--- config.mk ---
export PLATFORM = sky130hd
export DESIGN_NAME = timed_event_queue
export DESIGN_NICKNAME = d
export VERILOG_FILES = /design/src/rtl/tq_pkg.sv /design/src/rtl/timed_event_queue.sv /design/src/rtl/tq_ram.sv
export SDC_FILE = /design/constraint.sdc
export NUM_CORES = 2
export LEC_CHECK = 0
export BUFFER_PORTS_ARGS = -buffer_cell sky130_fd_sc_hd__buf_2
export CAP_MARGIN = 20
export CORE_UTILIZATION = 47
export CTS_CLUSTER_DIAMETER = 150
export DETAILED_ROUTE_END_ITERATION = 12
export GPL_TIMING_DRIVEN = 0
export REMOVE_ABC_BUFFERS = 1
export SLEW_MARGIN = 20
export SYNTH_ARGS = -nofsm -noshare
export SYNTH_HDL_FRONTEND = slang
export SYNTH_SLANG_ARGS = --single-unit
--- constraint.sdc ---
create_clock -name clock -period 10.1 [get_ports clock]
set_input_delay 1.01 -clock clock [delete_from_list [all_inputs] [get_ports clock]]
set_output_delay 1.01 -clock clock [all_outputs]
set_load 0.05 [all_outputs]
--- src/rtl/tq_pkg.sv ---
// ----------------------------------------------------------------------------
// tq_pkg: shared types and constants of the timed event queue
// Holds the slot record layout, operation and status codes, state and walk mode codes
// and the wrap-aware deadline compare.
// ----------------------------------------------------------------------------
`default_nettype none

package tq_pkg;

   // operation codes (req_tuser)
   localparam logic [1:0] FUNC_REGISTER = 2'd0;
   localparam logic [1:0] FUNC_CANCEL   = 2'd1;
   localparam logic [1:0] FUNC_RUN      = 2'd2;

   // result status codes (rsp_tuser)
   localparam logic [1:0] STAT_DONE       = 2'd0;
   localparam logic [1:0] STAT_FULL       = 2'd1;
   localparam logic [1:0] STAT_NOT_ACTIVE = 2'd2;
   localparam logic [1:0] STAT_NOTHING    = 2'd3;

   // sequencer states
   localparam logic [2:0] ST_IDLE   = 3'd0;
   localparam logic [2:0] ST_START  = 3'd1;
   localparam logic [2:0] ST_WRD    = 3'd2;
   localparam logic [2:0] ST_WCHK   = 3'd3;
   localparam logic [2:0] ST_LINKA  = 3'd4;
   localparam logic [2:0] ST_LINKB  = 3'd5;
   localparam logic [2:0] ST_QSTART = 3'd6;
   localparam logic [2:0] ST_OUT    = 3'd7;

   // list walk purposes
   localparam logic [1:0] MODE_INS = 2'd0;
   localparam logic [1:0] MODE_DEL = 2'd1;
   localparam logic [1:0] MODE_RUN = 2'd2;
   localparam logic [1:0] MODE_QRY = 2'd3;

   localparam logic [15:0] NO_EVENT_WAIT_RESET = 16'd500;

   // one slot record; flags bit0 repeat, bit1 skip in query
   typedef struct packed {
      logic [31:0] deadline;
      logic [30:0] period;
      logic [7:0]  tag;
      logic [1:0]  flags;
   } slot_rec_type;

   // a is at or before b under a wrapping 32-bit clock
   function automatic logic at_or_before(input logic [31:0] a, input logic [31:0] b);
      logic [31:0] d;
      d = a - b;
      return (d == 32'd0) || d[31];
   endfunction

endpackage

`default_nettype wire

--- src/rtl/timed_event_queue.sv ---
// ----------------------------------------------------------------------------
// timed_event_queue: deadline-ordered queue of timed events
// Linked list of slots kept in two RAMs (slot records and links), walked
// one entry at a time by a small sequencer.
//
//   channel   direction  handshake             contents
//   req_      in         req_tvalid/tready     tuser: func; tdata: event fields
//   rsp_      out        rsp_tvalid/tready     tuser: status; tdata: result
//   csr_      in         csr_valid/ready       no_event_wait (16 bit)
//
// Each list entry visited takes a RAM read (ST_WRD), then a compare
// (ST_WCHK). An item does at most one update walk and one next-wait walk
// over QUEUE_SLOTS entries. Reset is synchronous; slot RAMs need no clearing,
// the used bits and the list head are cleared at once. A stalled rsp_ holds
// the sequencer in its output state; one new item may be taken while a
// result waits.
// ----------------------------------------------------------------------------
`default_nettype none

module timed_event_queue
   import tq_pkg::*;
#(
   parameter int QUEUE_SLOTS = 16
) (
   input  wire         clock,
   input  wire         reset,
   input  wire         req_tvalid,
   output logic        req_tready,
   // [31:0] now, [62:32] delay, [63] repeat_req, [71:64] tag,
   // [72] skip_in_query, [76:73] handle, [79:77] zero
   input  wire [79:0]  req_tdata,
   // [1:0] func
   input  wire [1:0]   req_tuser,
   output logic        rsp_tvalid,
   input  wire         rsp_tready,
   // [3:0] new_handle, [4] fired, [12:5] fired_tag, [44:13] next_wait,
   // [47:45] zero
   output logic [47:0] rsp_tdata,
   // [1:0] status
   output logic [1:0]  rsp_tuser,
   input  wire         csr_valid,
   output logic        csr_ready,
   input  wire [15:0]  csr_data
);

   localparam int IW = $clog2(QUEUE_SLOTS);
   localparam int SW = $clog2(QUEUE_SLOTS + 1);
   localparam logic [SW-1:0] NIL = SW'(QUEUE_SLOTS);
   localparam int RW = $bits(slot_rec_type);

   // control state
   logic [2:0]             state_ff, state_in;
   logic [1:0]             mode_ff, mode_in;
   logic [SW-1:0]          head_ff, head_in;
   logic [QUEUE_SLOTS-1:0] used_ff, used_in;
   logic                   rsp_valid_ff, rsp_valid_in;
   logic [15:0]            new_wait_ff;

   // item and walk registers
   logic [1:0]    func_ff;
   logic [31:0]   now_ff;
   logic [30:0]   delay_ff;
   logic          rep_ff, skip_ff;
   logic [7:0]    tag_ff;
   logic [3:0]    handle_ff;
   logic [SW-1:0] cur_ff, cur_in, prev_ff, prev_in, steps_ff, steps_in;
   logic [IW-1:0] ins_slot_ff, ins_slot_in;
   logic [31:0]   ins_dl_ff, ins_dl_in;
   logic [1:0]    status_ff, status_in;
   logic [3:0]    new_handle_ff, new_handle_in;
   logic          fired_ff, fired_in;
   logic [7:0]    fired_tag_ff, fired_tag_in;
   logic [31:0]   wait_ff, wait_in;

   // response register
   logic [1:0]  rsp_status_ff;
   logic [3:0]  rsp_handle_ff;
   logic        rsp_fired_ff;
   logic [7:0]  rsp_tag_ff;
   logic [31:0] rsp_wait_ff;

   // RAM ports
   logic          dwr_en, lwr_en, rd_en;
   logic [IW-1:0] dwr_addr, lwr_addr;
   slot_rec_type  dwr_data, rd_rec;
   logic [SW-1:0] lwr_data, rd_link;
   logic [RW-1:0] rd_rec_bits;

   logic          req_acc, load_rsp;
   logic [IW-1:0] free_idx;
   logic          free_any, handle_ok;
   logic [31:0]   rearm_dl;

   tq_ram #(.WIDTH(RW), .DEPTH(QUEUE_SLOTS)) u_rec_ram (
      .clock   (clock),
      .wr_en   (dwr_en),
      .wr_addr (dwr_addr),
      .wr_data (dwr_data),
      .rd_en   (rd_en),
      .rd_addr (cur_ff[IW-1:0]),
      .rd_data (rd_rec_bits)
   );

   tq_ram #(.WIDTH(SW), .DEPTH(QUEUE_SLOTS)) u_link_ram (
      .clock   (clock),
      .wr_en   (lwr_en),
      .wr_addr (lwr_addr),
      .wr_data (lwr_data),
      .rd_en   (rd_en),
      .rd_addr (cur_ff[IW-1:0]),
      .rd_data (rd_link)
   );

   assign rd_rec = slot_rec_type'(rd_rec_bits);

   // find the lowest free slot
   always_comb begin
      free_idx = '0;
      free_any = 1'b0;
      for (int i = QUEUE_SLOTS - 1; i >= 0; i--) begin
         if (!used_ff[i]) begin
            free_idx = IW'(i);
            free_any = 1'b1;
         end
      end
   end

   assign handle_ok = ({28'd0, handle_ff} < 32'(QUEUE_SLOTS)) && used_ff[IW'(handle_ff)];
   assign rearm_dl  = now_ff + {1'b0, rd_rec.period};

   assign req_tready = (state_ff == ST_IDLE);
   assign req_acc    = req_tvalid && req_tready;
   assign csr_ready  = 1'b1;
   assign load_rsp   = (state_ff == ST_OUT) && (!rsp_valid_ff || rsp_tready);

   // sequencer
   always_comb begin
      state_in      = state_ff;
      mode_in       = mode_ff;
      head_in       = head_ff;
      used_in       = used_ff;
      cur_in        = cur_ff;
      prev_in       = prev_ff;
      steps_in      = steps_ff;
      ins_slot_in   = ins_slot_ff;
      ins_dl_in     = ins_dl_ff;
      status_in     = status_ff;
      new_handle_in = new_handle_ff;
      fired_in      = fired_ff;
      fired_tag_in  = fired_tag_ff;
      wait_in       = wait_ff;
      rsp_valid_in  = rsp_valid_ff;
      dwr_en        = 1'b0;
      dwr_addr      = cur_ff[IW-1:0];
      dwr_data      = rd_rec;
      lwr_en        = 1'b0;
      lwr_addr      = prev_ff[IW-1:0];
      lwr_data      = rd_link;
      rd_en         = 1'b0;

      if (rsp_valid_ff && rsp_tready) begin
         rsp_valid_in = 1'b0;
      end

      case (state_ff)
         ST_IDLE: begin
            if (req_acc) begin
               status_in     = STAT_DONE;
               new_handle_in = 4'd0;
               fired_in      = 1'b0;
               fired_tag_in  = 8'd0;
               state_in      = ST_START;
            end
         end
         ST_START: begin
            cur_in   = head_ff;
            prev_in  = NIL;
            steps_in = '0;
            state_in = ST_QSTART;
            case (func_ff)
               FUNC_REGISTER: begin
                  if (!free_any) begin
                     status_in = STAT_FULL;
                  end else begin
                     dwr_en            = 1'b1;
                     dwr_addr          = free_idx;
                     dwr_data.deadline = now_ff + {1'b0, delay_ff};
                     dwr_data.period   = delay_ff;
                     dwr_data.tag      = tag_ff;
                     dwr_data.flags    = {skip_ff, rep_ff};
                     used_in[free_idx] = 1'b1;
                     ins_slot_in       = free_idx;
                     ins_dl_in         = now_ff + {1'b0, delay_ff};
                     new_handle_in     = 4'(free_idx);
                     mode_in           = MODE_INS;
                     state_in          = ST_WRD;
                  end
               end
               FUNC_CANCEL: begin
                  if (!handle_ok) begin
                     status_in = STAT_NOT_ACTIVE;
                  end else begin
                     mode_in  = MODE_DEL;
                     state_in = ST_WRD;
                  end
               end
               FUNC_RUN: begin
                  if (head_ff == NIL) begin
                     status_in = STAT_NOTHING;
                  end else begin
                     mode_in  = MODE_RUN;
                     state_in = ST_WRD;
                  end
               end
               default: begin
                  state_in = ST_QSTART;
               end
            endcase
         end
         ST_WRD: begin
            if (cur_ff == NIL || steps_ff == NIL) begin
               // end of list reached
               case (mode_ff)
                  MODE_INS: state_in = ST_LINKA;
                  MODE_QRY: begin
                     wait_in  = {16'd0, new_wait_ff};
                     state_in = ST_OUT;
                  end
                  default:  state_in = ST_QSTART;
               endcase
            end else begin
               rd_en    = 1'b1;
               state_in = ST_WCHK;
            end
         end
         ST_WCHK: begin
            // advance by default
            prev_in  = cur_ff;
            cur_in   = rd_link;
            steps_in = steps_ff + 1'b1;
            state_in = ST_WRD;
            case (mode_ff)
               MODE_INS: begin
                  if (at_or_before(ins_dl_ff, rd_rec.deadline)) begin
                     prev_in  = prev_ff;
                     cur_in   = cur_ff;
                     steps_in = steps_ff;
                     state_in = ST_LINKA;
                  end
               end
               MODE_DEL: begin
                  if (cur_ff == SW'(handle_ff)) begin
                     if (prev_ff == NIL) begin
                        head_in = rd_link;
                     end else begin
                        lwr_en = 1'b1;
                     end
                     used_in[cur_ff[IW-1:0]] = 1'b0;
                     state_in = ST_QSTART;
                  end
               end
               MODE_RUN: begin
                  if (!at_or_before(rd_rec.deadline, now_ff)) begin
                     status_in = STAT_NOTHING;
                     state_in  = ST_QSTART;
                  end else begin
                     fired_in     = 1'b1;
                     fired_tag_in = rd_rec.tag;
                     head_in      = rd_link;
                     if (rd_rec.flags[0]) begin
                        // re-arm in the same slot and insert again
                        dwr_en            = 1'b1;
                        dwr_data.deadline = rearm_dl;
                        ins_slot_in       = cur_ff[IW-1:0];
                        ins_dl_in         = rearm_dl;
                        prev_in           = NIL;
                        steps_in          = '0;
                        mode_in           = MODE_INS;
                     end else begin
                        used_in[cur_ff[IW-1:0]] = 1'b0;
                        state_in = ST_QSTART;
                     end
                  end
               end
               default: begin
                  if (!rd_rec.flags[1]) begin
                     wait_in  = rd_rec.deadline - now_ff;
                     state_in = ST_OUT;
                  end
               end
            endcase
         end
         ST_LINKA: begin
            lwr_en   = 1'b1;
            lwr_addr = ins_slot_ff;
            lwr_data = cur_ff;
            if (prev_ff == NIL) begin
               head_in  = SW'(ins_slot_ff);
               state_in = ST_QSTART;
            end else begin
               state_in = ST_LINKB;
            end
         end
         ST_LINKB: begin
            lwr_en   = 1'b1;
            lwr_data = SW'(ins_slot_ff);
            state_in = ST_QSTART;
         end
         ST_QSTART: begin
            cur_in   = head_ff;
            prev_in  = NIL;
            steps_in = '0;
            mode_in  = MODE_QRY;
            state_in = ST_WRD;
         end
         ST_OUT: begin
            if (load_rsp) begin
               rsp_valid_in = 1'b1;
               state_in     = ST_IDLE;
            end
         end
         default: begin
            state_in = ST_IDLE;
         end
      endcase
   end

   // control registers
   always_ff @(posedge clock) begin
      if (reset) begin
         state_ff     <= ST_IDLE;
         head_ff      <= NIL;
         used_ff      <= '0;
         rsp_valid_ff <= 1'b0;
         new_wait_ff  <= NO_EVENT_WAIT_RESET;
      end else begin
         state_ff     <= state_in;
         head_ff      <= head_in;
         used_ff      <= used_in;
         rsp_valid_ff <= rsp_valid_in;
         if (csr_valid) begin
            new_wait_ff <= csr_data;
         end
      end
   end

   // payload registers
   always_ff @(posedge clock) begin
      mode_ff       <= mode_in;
      cur_ff        <= cur_in;
      prev_ff       <= prev_in;
      steps_ff      <= steps_in;
      ins_slot_ff   <= ins_slot_in;
      ins_dl_ff     <= ins_dl_in;
      status_ff     <= status_in;
      new_handle_ff <= new_handle_in;
      fired_ff      <= fired_in;
      fired_tag_ff  <= fired_tag_in;
      wait_ff       <= wait_in;
      if (req_acc) begin
         func_ff   <= req_tuser;
         now_ff    <= req_tdata[31:0];
         delay_ff  <= req_tdata[62:32];
         rep_ff    <= req_tdata[63];
         tag_ff    <= req_tdata[71:64];
         skip_ff   <= req_tdata[72];
         handle_ff <= req_tdata[76:73];
      end
      if (load_rsp) begin
         rsp_status_ff <= status_ff;
         rsp_handle_ff <= new_handle_ff;
         rsp_fired_ff  <= fired_ff;
         rsp_tag_ff    <= fired_tag_ff;
         rsp_wait_ff   <= wait_ff;
      end
   end

   assign rsp_tvalid = rsp_valid_ff;
   assign rsp_tuser  = rsp_status_ff;
   assign rsp_tdata  = {3'd0, rsp_wait_ff, rsp_tag_ff, rsp_fired_ff, rsp_handle_ff};

   // the list head always names a slot in use
   a_head_used: assert property (@(posedge clock) disable iff (reset)
      (head_ff != NIL) |-> used_ff[head_ff[IW-1:0]])
      else $error("list head names a free slot");

   // a walk never runs past the slot count
   a_walk_bound: assert property (@(posedge clock) disable iff (reset)
      (state_ff == ST_WCHK) |-> (steps_ff < NIL))
      else $error("list walk exceeded slot count");

   // a slot being linked in is marked used
   a_link_used: assert property (@(posedge clock) disable iff (reset)
      (state_ff == ST_LINKA) |-> used_ff[ins_slot_ff])
      else $error("linking a free slot");

   // only a successful item may report a fired event
   a_fired_done: assert property (@(posedge clock) disable iff (reset)
      (rsp_valid_ff && (rsp_status_ff != STAT_DONE)) |-> !rsp_fired_ff)
      else $error("fired reported with failing status");

endmodule

`default_nettype wire

--- src/rtl/tq_ram.sv ---
// ----------------------------------------------------------------------------
// tq_ram: generic simple dual-port RAM
// One write port, one read port with registered read data.
// ----------------------------------------------------------------------------
`default_nettype none

module tq_ram #(
   parameter int WIDTH = 8,
   parameter int DEPTH = 16
) (
   input  wire                       clock,
   input  wire                       wr_en,
   input  wire [$clog2(DEPTH)-1:0]   wr_addr,
   input  wire [WIDTH-1:0]           wr_data,
   input  wire                       rd_en,
   input  wire [$clog2(DEPTH)-1:0]   rd_addr,
   output logic [WIDTH-1:0]          rd_data
);

   logic [WIDTH-1:0] mem [DEPTH];

   // write, then read registered
   always_ff @(posedge clock) begin
      if (wr_en) begin
         mem[wr_addr] <= wr_data;
      end
      if (rd_en) begin
         rd_data <= mem[rd_addr];
      end
   end

endmodule

`default_nettype wire

* Word level (Yosys, flattened, before mapping)
Memories as Yosys holds them, arrays and structs flattened. A register that Yosys moved wholly into a read port is not among the register bits.
Index checks and enable logic that the tools add are counted.
** Operators by class
- Bitwise gates (word level) :: 3
- Magnitude comparators :: 5
- Reductions and logical operators :: 36
- Multiplexer cells :: 154
- Equality and inequality tests :: 43
- Add/subtract/negate cells :: 5
** Operators with widths (count)
- 32-bit two-way mux :: 12
- 32-bit one-hot mux with 2 select lines :: 3
- 73-bit two-way mux :: 2
- 4-bit two-way mux :: 26
- 16-bit two-way mux :: 5
- 5-bit one-hot mux with 2 select lines :: 8
- 32-bit by 31-bit adder with 32-bit output :: 2
- 32-bit logical NOT :: 2
- 16-bit one-hot mux with 2 select lines :: 2
- 32-bit subtractor :: 2
- 5-bit two-way mux :: 12
- 41-bit two-way mux :: 1
- 1-bit two-way mux :: 39
- 3-bit two-way mux :: 11
- 3-bit != test, second input constant :: 11
- 2-bit two-way mux :: 13
- 8-bit two-way mux :: 3
- 2-bit one-hot mux with 3 select lines :: 4
- 3-bit one-hot mux with 8 select lines :: 1
- 5-bit == test, second input constant :: 4
- 3-bit one-hot mux with 3 select lines :: 2
- 16-bit bitwise AND :: 1
- 2-bit != test, second input constant :: 8
- 16-bit NOT :: 1
- 34 further kinds :: 71
** Storage, ports and cells
- Register bits :: 267
- Logic and storage cells :: 276
- Memories :: 2
- Memory bits (writable) :: 1248
- Output and inout bits :: 53
** Memory list
- u_rec_ram.mem :: depth 16, width 73, read ports 1, clocked after memory_dff 1, write ports 1, line tq_ram.sv:20 : logic [WIDTH-1:0] mem [DEPTH];
- u_link_ram.mem :: depth 16, width 5, read ports 1, clocked after memory_dff 1, write ports 1, line tq_ram.sv:20

* Longest topological paths before layout
- Depth after elaboration :: 24
- Depth in mapped cells :: 16
- Gate-level depth less buffers :: 14

* Hierarchy
Synthesis repeated with hierarchy kept, for this count alone.
** Second synthesis, totals
- Cells, all modules :: 4166
- Area, all modules :: 68234.2 um^2
** By module, submodules not included
- tq_ram (u_rec_ram) :: area each 45857.7 um^2, instances 1, cells an instance 1875
- timed_event_queue :: area each 19113.3 um^2, instances 1, cells an instance 2136
- tq_ram (u_link_ram) :: area each 3263.1 um^2, instances 1, cells an instance 155

* Worst setup path before layout
OpenSTA, ideal clock, no wires.
- Kind :: register to register
- Start :: reg u_rec_ram.rd_data[41] (read register of u_rec_ram.mem)
- End :: mem u_rec_ram.mem[7][0] in the netlist's numbering, enable pin
- Path slack :: 2.873 ns
- Setup time :: 0.505 ns
- Stages on the path, launching flop included :: 17
- Period minus slack after synthesis :: 7.227 ns
- Data arrival time :: 6.723 ns
- Path through :: edfxtp_1 > inv_1 > ha_1 > fa_1 > nor2b_4 > o2111a_1 > or4_4 > a2111oi_2 > o2111ai_1 > or4_1 > nor4_1 > and3_1 > buf_6 > a21oi_2 > buf_2 > a2111o_1 > nor2_1
** Between the ends
- Word-level cells in the longest chain between the ends :: 8
** RTL lines
- start, declared :: line tq_ram.sv:17 : output logic [WIDTH-1:0] rd_data
- 32-bit subtractor (*) :: line tq_pkg.sv:50 : d = a - b;
- 32-bit logical NOT :: line tq_pkg.sv:51 : return (d == 32'd0) || d[31];
- 1-bit logical OR (*) :: line tq_pkg.sv:51
- 1-bit two-way mux (*) :: line timed_event_queue.sv:263 : if (!at_or_before(rd_rec.deadline, now_ff)) begin
- 1-bit two-way mux (*) :: line timed_event_queue.sv:242 : case (mode_ff)
- 1-bit one-hot mux with 2 select lines (*) :: line timed_event_queue.sv:165 : case (state_ff)
- 1-bit two-way mux (*) :: line tq_ram.sv:24 : if (wr_en) begin
- 1-bit two-way mux (not written as such) (*) :: line tq_ram.sv:25 : mem[wr_addr] <= wr_data;
- end, declared :: line tq_ram.sv:20
Mark *: on every way between the ends. The rest lies on a longest branch, timed or not.

* Worst setup path in the final report
- Start :: reg now_ff[0]
- End :: mem u_rec_ram.mem[12][31] in the netlist's numbering, enable pin
** Between the ends
- Word-level cells in the longest chain between the ends :: 8
** RTL lines
- start, declared :: line timed_event_queue.sv:61 : logic [31:0] now_ff;
- start signal, assigned :: line timed_event_queue.sv:362 : now_ff <= req_tdata[31:0];
- 32-bit subtractor (*) :: line tq_pkg.sv:50
- 32-bit logical NOT :: line tq_pkg.sv:51
- 1-bit logical OR (*) :: line tq_pkg.sv:51
- 1-bit two-way mux (*) :: line timed_event_queue.sv:263
- 1-bit two-way mux (*) :: line timed_event_queue.sv:242
- 1-bit one-hot mux with 2 select lines (*) :: line timed_event_queue.sv:165
- 1-bit two-way mux (*) :: line tq_ram.sv:24
- 1-bit two-way mux (not written as such) (*) :: line tq_ram.sv:25
Marked as above.

==> summary.txt <==
GRT
  • Grt total ovfl: 0
  • First-pass GRT wire length: approximately 260000 um
  • Vias in the first global route: roughly 37000
  • Tot GR Track Use: 0.244
  • Largest net degree at the start of global routing: slightly below 60
  • Initial antenna violation count: 1

Timing
  • Slack of the critical path: around 3.3 ns
  • RSZ-0062 raised after global routing: false
  • Worst-margin pin slew: roughly 1.2 ns
  • Setup_tns: 0 ns
  • Crit path time final: roughly 7 ns
  • Crit share post-route: 0.677
  • F_max: approximately 0.15 GHz
  • Final slew viol count: 0
  • Final number of hold-violating endpoints: 0
  • Slew headroom: 0.216
  • Final Setup Violations: 0
  • Fin Clk Skew: roughly 0.028 ns
  • Hold_ws: 0.370 ns

Synth
  • Synth area leaders: edfxtp_1 69%, mux4_2 13%, ha_1 2.5%
  • Ys async rst share: 0
  • Avg Cell Area, Syn: around 18 sq um
  • Largest area contributor in the netlist: edfxtp_1
  • Mapped Cells: just under 4000
  • Post-synth EDFFs: ~1600
  • Top cell type's share of synthesized area: 0.686
  • Yosys reg bits: 1593
  • Synth warn: 0
  • Library cells used by synthesis: 88
  • Mapped Area: between 0.06 and 0.07 sq mm
  • Ys flop type: edfxtp_1
  • Sequential-to-total area share from yosys stat: 0.698

Floorplanning
  • Chip Width: roughly 380 um
  • # rows: 139
  • Core area: roughly 0.14 sq mm
  • Ports: around 160
  • Die Y: approximately 380 um
  • Initial Util: 0.473
  • Die Footprint: ~0.15 sq mm

Layout
  • Post-Route Utilization: 0.555
  • Fraction of layout cells with a size suffix above 1: 0.234
  • Most frequent cells in the layout: 1552 x edfxtp_1, 395 x mux4_2, 300 x nand2_1, 168 x nor2_1, 166 x clkbuf_16
  • Commonest non-fill, non-tap cell in the layout: edfxtp_1
  • Finished layout cell area: approximately 0.080 sq mm
  • Layout Area Growth over Synthesis: 17.2%
  • FILL cells: approximately 11000
  • Nets: 4454

Clock network
  • Clock slew at reported path FFs: 0.06 ns
  • Hold Buf Count CTS: 0
  • CTS Buffer Depth: 3
  • Post-CTS sizing: 0
  • Worst-skew pair later-pin latency: around 0.8 ns
  • Setup bufs post-CTS: 0
  • CTS sink count: roughly 1600
  • CTS Root Cell: clkbuf_16
  • Number of CTS-inserted buffers: around 170
  • TritonCTS clock tree: yes
  • H-Tree Level Count: 4

Route
  • Met3 wire length: 11300 um
  • Highest Signal Layer: met4
  • Final ANT Viol Nets: 0
  • Metal-1 WL: about 78000 um
  • Total routed wirelength: 177000 um
  • Via count: approximately 38000
  • Drt wl/cell: about 28 um
  • DRT iter0 DRCs: ~3700
  • DRC Markers: 0
  • Via/cell ratio: 6.10
  • 1st-pass router iterations: 6
  • Met2 wire len: about 84000 um

Setup path
  • Worst Setup SP: now_ff[0]
  • R2R Path Start: now_ff[0]
  • Buf/Inv on CP: 4
  • Crit-path cells: ha_1 -> fa_1 -> nand2b_1 -> a21oi_1 -> o211ai_2 -> a21boi_0 -> o2111ai_1 -> or4_1 -> nor4_1 -> and3_1 -> a21oi_2 -> a2111o_1 -> nor2_4 -> buf_16 -> buf_16 -> buf_12 -> buf_16
  • Worst EP required: around 11 ns
  • Arrival time at the worst endpoint: between 7 and 8 ns
  • Startpoint Class: flip-flop
  • Levels on crit path: 17
  • Critical path type: flip-flop to flip-flop
  • Most used cell along the critical path: buf_16
  • Slowest CP cell: a2111o_1
  • Reg2reg path depth: 17
  • CP endpoint kind: flip-flop
  • Max FO, Critical Path: 14
  • Worst path top cell family by delay: compound AO/OA/AOI/OAI gates
  • Critical path's largest stage delay: 0.69 ns

Power and ir drop
  • PwrDens: around 250 mW/mm^2
  • Peak supply drop: between 0.0001 and 0.00015 V
  • Leak Pwr: ~27 nW

Placed design
  • Placer Congestion: 0.918
  • Port-buffer cells: 148
  • HPWL Detailed: ~120000 um
  • Placed inst area: between 0.07 and 0.08 sq mm
  • Dpl ws: roughly 3.4 ns

Hold path
  • Hold depth: 1
  • HP Class: primary input to flip-flop
  • Worst Min Path Start: req_tdata[2]

Run
  • Max-cap viol count: 0

Status
  • Status: completed
## area by class of cell
type,count,area (sq um),share of cell area
flip-flops and latches,1593,47400,0.596
multi-input cells,2006,19600,0.246
repair buffers,335,4500,0.0566
clock buffers,209,4370,0.0548
well taps,1903,2380,0.0299
clock inverters,87,902,0.0113
inverters,109,424,0.00533
diodes,1,2.50,0.0000314
## cell usage after synthesis, types with 7 or more instances
master     instances
ha_1             136
o211ai_1          13
buf_2             11
o21bai_1          12
nor2b_1           25
and3_1            18
o21ai_0          121
inv_1            108
o22ai_1           10
a311oi_1           8
nor4_1            19
o2111ai_1          8
nor3_1            36
a21o_1            58
nand4_1           19
xor2_1            53
a21boi_0           9
nand3_1           43
dfxtp_1           41
nand2_1          301
o21a_1            32
xnor2_1           50
nand2b_1          16
and2_1            32
o31ai_1           11
or4_1              7
edfxtp_1        1552
a31oi_1           23
a221o_1           29
mux2_2            10
or3_1              9
nor2_1           187
a21oi_1          123
mux2i_1           33
mux4_2           395
buf_1             38
o32ai_1            8
a211oi_1          22
nor3b_1           13
clkbuf_1         119
## state kept, by name, indices dropped and copies added (netlist names), 31 cells and up
register / flops
delay_ff: 31
ins_dl_ff: 32
now_ff: 32
rsp_wait_ff: 32
u_link_ram.mem: 80
u_rec_ram.mem: 1168
u_rec_ram.rd_data: 73
wait_ff: 32
## kinds of logic after synthesis
kind of cell    Yosys count  synth area share
compound gates          572            0.0576
xor+xnor                103            0.0133
fa+ha+maj               140            0.0262
buf+inv                 283            0.0162
flops                  1593             0.698
mux                     438             0.137
other cells               2          0.000111
simple gates            749            0.0508
## final timing paths
check,slack [ns],endpoint
hold / removal,0.37,now_ff[2]
setup reg to reg,3.26,u_rec_ram.mem[12][31]
setup / recovery,3.26,u_rec_ram.mem[12][31]
hold reg to reg,0.42,rsp_wait_ff[0]
## metrics by stage
| step | total power, mW | std cells |
|---|---|---|
| floorplan | 12.6 | 3708 |
| global placement | 14.6 | 5759 |
| detailed placement | 13.9 | 5946 |
| CTS | 19.8 | 6242 |
| global route | 20.5 | 6242 |
| finish | 19.7 | 6243 |
## report_power, final
part           internal (mW)  total, mW  leakage, nW  switching (mW)
clock                   3.41       5.96         2.57            2.55
combinational           2.15       5.26         9.88            3.11
sequential              8.21       8.52         14.4           0.305
## per-layer routing
metal	track usage	up-vias
met2	0.383	1474
met5	0	-
met4	0.0684	0
met3	0.0355	258
li1	-	16355
met1	0.357	19997
## worst reg2reg max path, stage by stage, from the launching register on
cell and delay, ns:
edfxtp_1 0.52, ha_1 0.30, fa_1 0.46, nand2b_1 0.20
a21oi_1 0.28, o211ai_2 0.16, a21boi_0 0.64, o2111ai_1 0.21
or4_1 0.50, nor4_1 0.31, and3_1 0.55, a21oi_2 0.43
a2111o_1 0.70, nor2_4 0.44, buf_16 0.23, buf_16 0.20
buf_12 0.22, buf_16 0.18
(Power assumes the default switching activity.)
